===== config.mk =====
export PLATFORM = sky130hd
export DESIGN_NAME = gcd_lcm_unit
export DESIGN_NICKNAME = d
export VERILOG_FILES = /design/src/glu_pkg.sv /design/src/glu_sub.sv /design/src/glu_core.sv /design/src/gcd_lcm_unit.sv
export SDC_FILE = /design/constraint.sdc
export NUM_CORES = 2
export LEC_CHECK = 0
export ABC_CLOCK_PERIOD_IN_PS = 9300
export BUFFER_PORTS_ARGS = -buffer_cell sky130_fd_sc_hd__buf_2
export CORE_MARGIN = 2
export CORE_UTILIZATION = 56
export CTS_CLUSTER_DIAMETER = 120
export CTS_CLUSTER_SIZE = 10
export DETAILED_ROUTE_END_ITERATION = 6
export GPL_TIMING_DRIVEN = 0
export PLACE_DENSITY = 0.82
export SLEW_MARGIN = 20
export SYNTH_ARGS = -nofsm -noshare
export SYNTH_HDL_FRONTEND = slang
export SYNTH_SLANG_ARGS = --single-unit

===== constraint.sdc =====
create_clock -name clock -period 9.3 [get_ports clock]
set_input_delay 0 -clock clock [delete_from_list [all_inputs] [get_ports clock]]
set_output_delay 0 -clock clock [all_outputs]
set_load 0.05 [all_outputs]

===== src/glu_pkg.sv =====
// ============================================================================
// GCD/LCM unit package
// Shared widths and types for the GCD and LCM unit.
// ============================================================================
package glu_pkg;

   localparam int OPERAND_BITS = 31;
   localparam int PRODUCT_BITS = 2 * OPERAND_BITS;
   localparam int SUB_BITS     = OPERAND_BITS + 1;
   localparam int CNT_BITS     = $clog2(OPERAND_BITS);

   typedef struct packed {
      logic idle;
      logic done;
   } glu_stat_type;

endpackage


===== src/glu_sub.sv =====
// ============================================================================
// GCD/LCM shared subtractor
// The one subtract and compare unit that both the GCD loop and the divider use.
// ============================================================================
module glu_sub (
   input  logic [glu_pkg::SUB_BITS-1:0] op_a,
   input  logic [glu_pkg::SUB_BITS-1:0] op_b,
   output logic [glu_pkg::SUB_BITS-1:0] diff,
   output logic                         borrow
);
   import glu_pkg::*;

   assign {borrow, diff} = {1'b0, op_a} - {1'b0, op_b};

endmodule


===== src/glu_core.sv =====
// ============================================================================
// GCD/LCM sequencer
// Binary GCD, restoring division of a by the GCD, then one multiply by b.
// ============================================================================
module glu_core (
   input  logic                             clock,
   input  logic                             reset,
   input  logic                             start,
   input  logic                             take,
   input  logic [glu_pkg::OPERAND_BITS-1:0] op_a,
   input  logic [glu_pkg::OPERAND_BITS-1:0] op_b,
   output glu_pkg::glu_stat_type            status,
   output logic [glu_pkg::OPERAND_BITS-1:0] gcd,
   output logic [glu_pkg::PRODUCT_BITS-1:0] lcm
);
   import glu_pkg::*;

   localparam logic [2:0] S_IDLE = 3'd0;
   localparam logic [2:0] S_GCD  = 3'd1;
   localparam logic [2:0] S_DIV  = 3'd2;
   localparam logic [2:0] S_MUL  = 3'd3;
   localparam logic [2:0] S_DONE = 3'd4;

   logic [2:0]              state_ff, state_in;
   logic [OPERAND_BITS-1:0] x_ff, x_in;
   logic [OPERAND_BITS-1:0] y_ff, y_in;
   logic [OPERAND_BITS-1:0] q_ff, q_in;
   logic [OPERAND_BITS-1:0] b_ff, b_in;
   logic [OPERAND_BITS-1:0] g_ff, g_in;
   logic [OPERAND_BITS-1:0] rem_ff, rem_in;
   logic [CNT_BITS-1:0]     k_ff, k_in;
   logic [CNT_BITS-1:0]     cnt_ff, cnt_in;
   logic                    zero_ff, zero_in;
   logic [PRODUCT_BITS-1:0] lcm_ff, lcm_in;

   logic [SUB_BITS-1:0]     sub_a, sub_b, sub_diff, neg_diff, rem_sh;
   logic                    sub_borrow;
   logic [OPERAND_BITS-1:0] gcd_shift;

   glu_sub u_sub (
      .op_a   (sub_a),
      .op_b   (sub_b),
      .diff   (sub_diff),
      .borrow (sub_borrow)
   );

   always_comb begin
      rem_sh    = {rem_ff, q_ff[OPERAND_BITS-1]};
      neg_diff  = ~sub_diff + SUB_BITS'(1);
      gcd_shift = (x_ff | y_ff) << k_ff;
      if (state_ff == S_DIV) begin
         sub_a = rem_sh;
         sub_b = {1'b0, g_ff};
      end else begin
         sub_a = {1'b0, x_ff};
         sub_b = {1'b0, y_ff};
      end
   end

   always_comb begin
      state_in = state_ff;
      x_in     = x_ff;
      y_in     = y_ff;
      q_in     = q_ff;
      b_in     = b_ff;
      g_in     = g_ff;
      rem_in   = rem_ff;
      k_in     = k_ff;
      cnt_in   = cnt_ff;
      zero_in  = zero_ff;
      lcm_in   = lcm_ff;
      case (state_ff)
         S_IDLE: begin
            if (start) begin
               x_in     = op_a;
               y_in     = op_b;
               q_in     = op_a;
               b_in     = op_b;
               k_in     = '0;
               zero_in  = (op_a == '0) || (op_b == '0);
               state_in = S_GCD;
            end
         end
         S_GCD: begin
            if ((x_ff == '0) || (y_ff == '0)) begin
               g_in = gcd_shift;
               if (zero_ff) begin
                  lcm_in   = '0;
                  state_in = S_DONE;
               end else begin
                  rem_in   = '0;
                  cnt_in   = CNT_BITS'(OPERAND_BITS - 1);
                  state_in = S_DIV;
               end
            end else if (!x_ff[0] && !y_ff[0]) begin
               x_in = x_ff >> 1;
               y_in = y_ff >> 1;
               k_in = k_ff + CNT_BITS'(1);
            end else if (!x_ff[0]) begin
               x_in = x_ff >> 1;
            end else if (!y_ff[0]) begin
               y_in = y_ff >> 1;
            end else if (!sub_borrow) begin
               x_in = sub_diff[OPERAND_BITS-1:0] >> 1;
            end else begin
               y_in = neg_diff[OPERAND_BITS-1:0] >> 1;
            end
         end
         S_DIV: begin
            rem_in = sub_borrow ? rem_sh[OPERAND_BITS-1:0] : sub_diff[OPERAND_BITS-1:0];
            q_in   = {q_ff[OPERAND_BITS-2:0], ~sub_borrow};
            if (cnt_ff == '0) begin
               state_in = S_MUL;
            end else begin
               cnt_in = cnt_ff - CNT_BITS'(1);
            end
         end
         S_MUL: begin
            lcm_in   = {{OPERAND_BITS{1'b0}}, q_ff} * {{OPERAND_BITS{1'b0}}, b_ff};
            state_in = S_DONE;
         end
         S_DONE: begin
            if (take) begin
               state_in = S_IDLE;
            end
         end
         default: begin
            state_in = S_IDLE;
         end
      endcase
   end

   always_ff @(posedge clock) begin
      if (reset) begin
         state_ff <= S_IDLE;
      end else begin
         state_ff <= state_in;
      end
   end

   always_ff @(posedge clock) begin
      x_ff    <= x_in;
      y_ff    <= y_in;
      q_ff    <= q_in;
      b_ff    <= b_in;
      g_ff    <= g_in;
      rem_ff  <= rem_in;
      k_ff    <= k_in;
      cnt_ff  <= cnt_in;
      zero_ff <= zero_in;
      lcm_ff  <= lcm_in;
   end

   assign status.idle = (state_ff == S_IDLE);
   assign status.done = (state_ff == S_DONE);
   assign gcd         = g_ff;
   assign lcm         = lcm_ff;

   a_start_enters_gcd: assert property (@(posedge clock) disable iff (reset)
      (state_ff == S_IDLE) && start |=> (state_ff == S_GCD))
      else $error("Accepted operands did not start the GCD loop.");

   a_rem_below_divisor: assert property (@(posedge clock) disable iff (reset)
      (state_ff == S_DIV) |-> (rem_ff < g_ff))
      else $error("Division remainder is not below the divisor.");

   a_gcd_nonzero: assert property (@(posedge clock) disable iff (reset)
      (state_ff == S_MUL) |-> (g_ff != '0) && !zero_ff)
      else $error("Multiply step reached with a zero divisor.");

   a_done_holds: assert property (@(posedge clock) disable iff (reset)
      (state_ff == S_DONE) && !take |=> (state_ff == S_DONE) && $stable(lcm_ff))
      else $error("Finished result changed before it was taken.");

endmodule


===== src/gcd_lcm_unit.sv =====
// ============================================================================
// GCD and LCM unit
// Returns the greatest common divisor and exact least common multiple of two
// unsigned operands.
// ============================================================================
// Usage: present a pair of operands on req_a and req_b with req_valid; the
// transaction is accepted when req_ready is also high. Exactly one result
// transaction follows on rsp_gcd and rsp_lcm under rsp_valid and rsp_ready.
// A zero operand gives the other operand as the GCD and zero as the LCM.
// The sequencer first runs the binary GCD loop (each step drops at least one
// operand bit), then leaves the loop, divides a by the GCD one quotient bit
// at a time (31 quotient bits), multiplies the quotient by b and passes the
// result into the output register. With a zero operand the division and
// multiply are skipped. One operand pair is worked at a time through the
// single shared subtractor, so req_ready is high only while the sequencer
// is idle.
// A finished result sits in the output register; while the receiver stalls,
// the sequencer may take and work a new pair and then holds its result
// until the output register frees. Synchronous reset empties the output
// register and returns the sequencer to idle.
// ============================================================================
module gcd_lcm_unit (
   input  logic                             clock,
   input  logic                             reset,
   input  logic                             req_valid,
   output logic                             req_ready,
   input  logic [glu_pkg::OPERAND_BITS-1:0] req_a,
   input  logic [glu_pkg::OPERAND_BITS-1:0] req_b,
   output logic                             rsp_valid,
   input  logic                             rsp_ready,
   output logic [glu_pkg::OPERAND_BITS-1:0] rsp_gcd,
   output logic [glu_pkg::PRODUCT_BITS-1:0] rsp_lcm
);
   import glu_pkg::*;

   glu_stat_type            status;
   logic                    start, take;
   logic [OPERAND_BITS-1:0] core_gcd;
   logic [PRODUCT_BITS-1:0] core_lcm;

   logic                    rsp_valid_ff, rsp_valid_in;
   logic [OPERAND_BITS-1:0] rsp_gcd_ff;
   logic [PRODUCT_BITS-1:0] rsp_lcm_ff;

   glu_core u_core (
      .clock  (clock),
      .reset  (reset),
      .start  (start),
      .take   (take),
      .op_a   (req_a),
      .op_b   (req_b),
      .status (status),
      .gcd    (core_gcd),
      .lcm    (core_lcm)
   );

   assign req_ready = status.idle;
   assign start     = req_valid && status.idle;
   assign take      = status.done && (!rsp_valid_ff || rsp_ready);

   always_comb begin
      rsp_valid_in = rsp_valid_ff;
      if (take) begin
         rsp_valid_in = 1'b1;
      end else if (rsp_ready) begin
         rsp_valid_in = 1'b0;
      end
   end

   always_ff @(posedge clock) begin
      if (reset) begin
         rsp_valid_ff <= 1'b0;
      end else begin
         rsp_valid_ff <= rsp_valid_in;
      end
   end

   always_ff @(posedge clock) begin
      if (take) begin
         rsp_gcd_ff <= core_gcd;
         rsp_lcm_ff <= core_lcm;
      end
   end

   assign rsp_valid = rsp_valid_ff;
   assign rsp_gcd   = rsp_gcd_ff;
   assign rsp_lcm   = rsp_lcm_ff;

endmodule

==> flow_summary.yaml <==
clock_network:
  clock_sinks: 356
  htreeDepth: 2
  clk_path_buf_depth: 3
  clk_pin_slew_ns: 0.06
  cts_buffers: 42
  cts_tree: "done"
  clock_latency_ns: 0.69
  cts_root_buf: "clkbuf_16"
sta:
  clock.fmax_mhz: 106.9
  report.final.slew_viol_count: 0
  finalSetupViolations: 2
  tightest_slew_ns: 1.160
  maxSlewHeadroom: 0.2198
  period_share: 1.006
  skew_ns: 0.09001
  period_minus_slack_ns: 9.355
  fin_ws_ns: -0.05500
  hold_viol: 0
floorplanning:
  fp.dieW_um: 301.1
  num_io_pins: 161
  coreArea_um2: 87160
  die_y_um: 301.1
  row_count: 108
  initial_core_util: 0.5671
  die_area_um2: 90660
route:
  wirelength_mm: 192.7
  first_iter_violations: 4913
  viasPerCell: 6.137
  firstDrtPassIters: 7
  num_vias: 40730
  postRouteAntennaNets: 0
  routedWlPerCell_um: 29.03
  drc: 2
status:
  outcome: "complete, but fails checks"
  failed_checks: "DRC, setup timing"
setup_path:
  required_ns: 9.72
  critPathKind: "reg2reg"
  cpPeakStageDelay_ns: 0.66
  cp_data_arrival_time_ns: 9.77
  r2r_cells: 25
  critPathLaunchType: "flop"
  r2r_slack_ns: -0.05
  r2r_start: "u_core.q_ff[17]"
  path_buf_inv: 5
  rr_endpoint: "u_core.lcm[54]"
  end_kind: "flop"
  crit_slowest_cell: "clkbuf_1"
  path_delay_family: "adder cells"
  crit_path_frequent_cell: "fa_1"
  crit_fanout: 10
yosys:
  syn_inst: 5160
  yosysWarnings: 0
  synth_nets: 6353
  synth_ff_type: "edfxtp_1"
  synth_area_per_cell_um2: 9.580
  yosysMostFrequentCell: "fa_1"
  yosysSeqAreaShare: 0.2155
  synth-seq-cells: 356
  async_flop_share: 0
  synth_area_um2: 49430
  synth_top_cells_by_count: "fa_1 (838), inv_1 (793), nand2_1 (770)"
  synth_top_area_share: 0.3394
  synth.distinct_cells: 80
  synth.area.top_cells: "fa_1 (34%), edfxtp_1 (21%), ha_1 (7.3%)"
  synth_edf_count: 352
  yosysTopAreaCell: "fa_1"
global_routing:
  grt_max_degree: 33
  grt_antenna_before_repair: 11
  overflow: 0
  grtUsageTotal: 0.4317
  grt_pass1_wl_mm: 278.3
  grt_pass1_vias: 41500
placed_design:
  globalplace.congestion: 1.072
  hpwl_mm: 157.2
  portBuffers: 160
worst_hold_path:
  min_from: "req_b[26]"
  holdPathStages: 2
  hold_path_class: "in2reg"
  whs_endpoint: "u_core.b_ff[26]"
layout:
  final_util: 0.6198
  areaGrowthSynthToFinish_pct: 9.287
  drive_gt1_frac: 0.05956
  final_nets: 6634
run:
  cap_violations: 0
## cells in the final DEF (no fill, tap or decap), types with 59 or more instances in the layout
master and n:
fa_1 838, inv_1 791, nand2_1 770, and2_1 531
edfxtp_1 352, nor2_1 291, ha_1 289, clkbuf_1 245
buf_2 167, a21oi_1 156, mux2i_1 106, xnor2_1 75
dlygate4sd3_1 67, nor3_1 60, o21ai_0 59
## worst max path at each step
stage / depth (start not counted) / startpoint / end
after floorplan: 26 / u_core.q_ff[10] / u_core.lcm[60]
after global placement: 23 / u_core.q_ff[10] / u_core.lcm[59]
after detailed placement: 25 / u_core.q_ff[10] / u_core.lcm[58]
after CTS: 25 / u_core.b_ff[10] / u_core.lcm[60]
after global routing: 25 / u_core.q_ff[17] / u_core.lcm[58]
final: 25 / u_core.q_ff[17] / u_core.lcm[54]
## layout make-up
type                       instances  area, µm²
inverter                         794       2980
clock inverter                     6      90.09
buffer                           305       1247
tap                             1155       1445
clock buffer                      54       1096
sequential                       356      10650
multi-input combinational       3704      34740
antenna                           24      60.06
timing repair buffer             238       1709
fill                            7359      33140
## per-stage QoR
| step | instance area, µm² | hold slack [ns] | worst slack, ns | TNS [ns] | std cells |
|---|---|---|---|---|---|
| final | 54020 | 0.1449 | -0.05500 | -0.08207 | 6636 |
| after global routing | 53960 | 0.1529 | -0.1095 | -0.3036 | 6612 |
| after CTS | 53840 | 0.1207 | 0.005238 | 0 | 6611 |
| after detailed placement | 51930 | 0.2778 | -0.6103 | -5.085 | 6484 |
| after global placement | 51680 | 0.2688 | -1.075 | -8.144 | 6475 |
| after floorplan | 49430 | 0.06907 | 2.012 | 0 | 5160 |
## registers in the layout, summed over array words and instances, names as in the netlist, 3 cells and up
signal / cells
rsp_gcd: 31
rsp_lcm: 62
u_core.b_ff: 31
u_core.cnt_ff: 5
u_core.gcd: 31
u_core.k_ff: 5
u_core.lcm: 62
u_core.q_ff: 31
u_core.rem_ff: 31
u_core.state_ff: 3
u_core.x_ff: 31
u_core.y_ff: 31
## per-layer routing
layer,GRT usage,share of wire,wire [µm],up-vias
li1,-,-,-,16900
met1,0.5206,0.35,67700,20280
met2,0.6732,0.45,87100,2795
met3,0.1174,0.11,21210,751
met4,0.3064,0.086,16560,6
met5,0,0.00037,72,-
## cells by family after synthesis
group,after synthesis,share of synthesized area
AOI/OAI and AO/OA,506,0.06629
xor gates and xnor gates,105,0.01876
adders and majority gates,1127,0.4125
buffers and inverters,1100,0.08386
DFF,356,0.2155
muxes,110,0.02233
and+or+nand+nor,1856,0.1808
## what timing repair did
action                                 CTS  global route
pin swaps                                0             2
hold buffers                            67             0
setup buffers                            0             2
setup endpoints to repair               13            11
resized for setup                       25           108
endpoints found under the hold margin  140             0
Power is left out: the tool's default activity adds up to more than one toggle a clock period on the data nets, which glitch-free logic cannot reach.
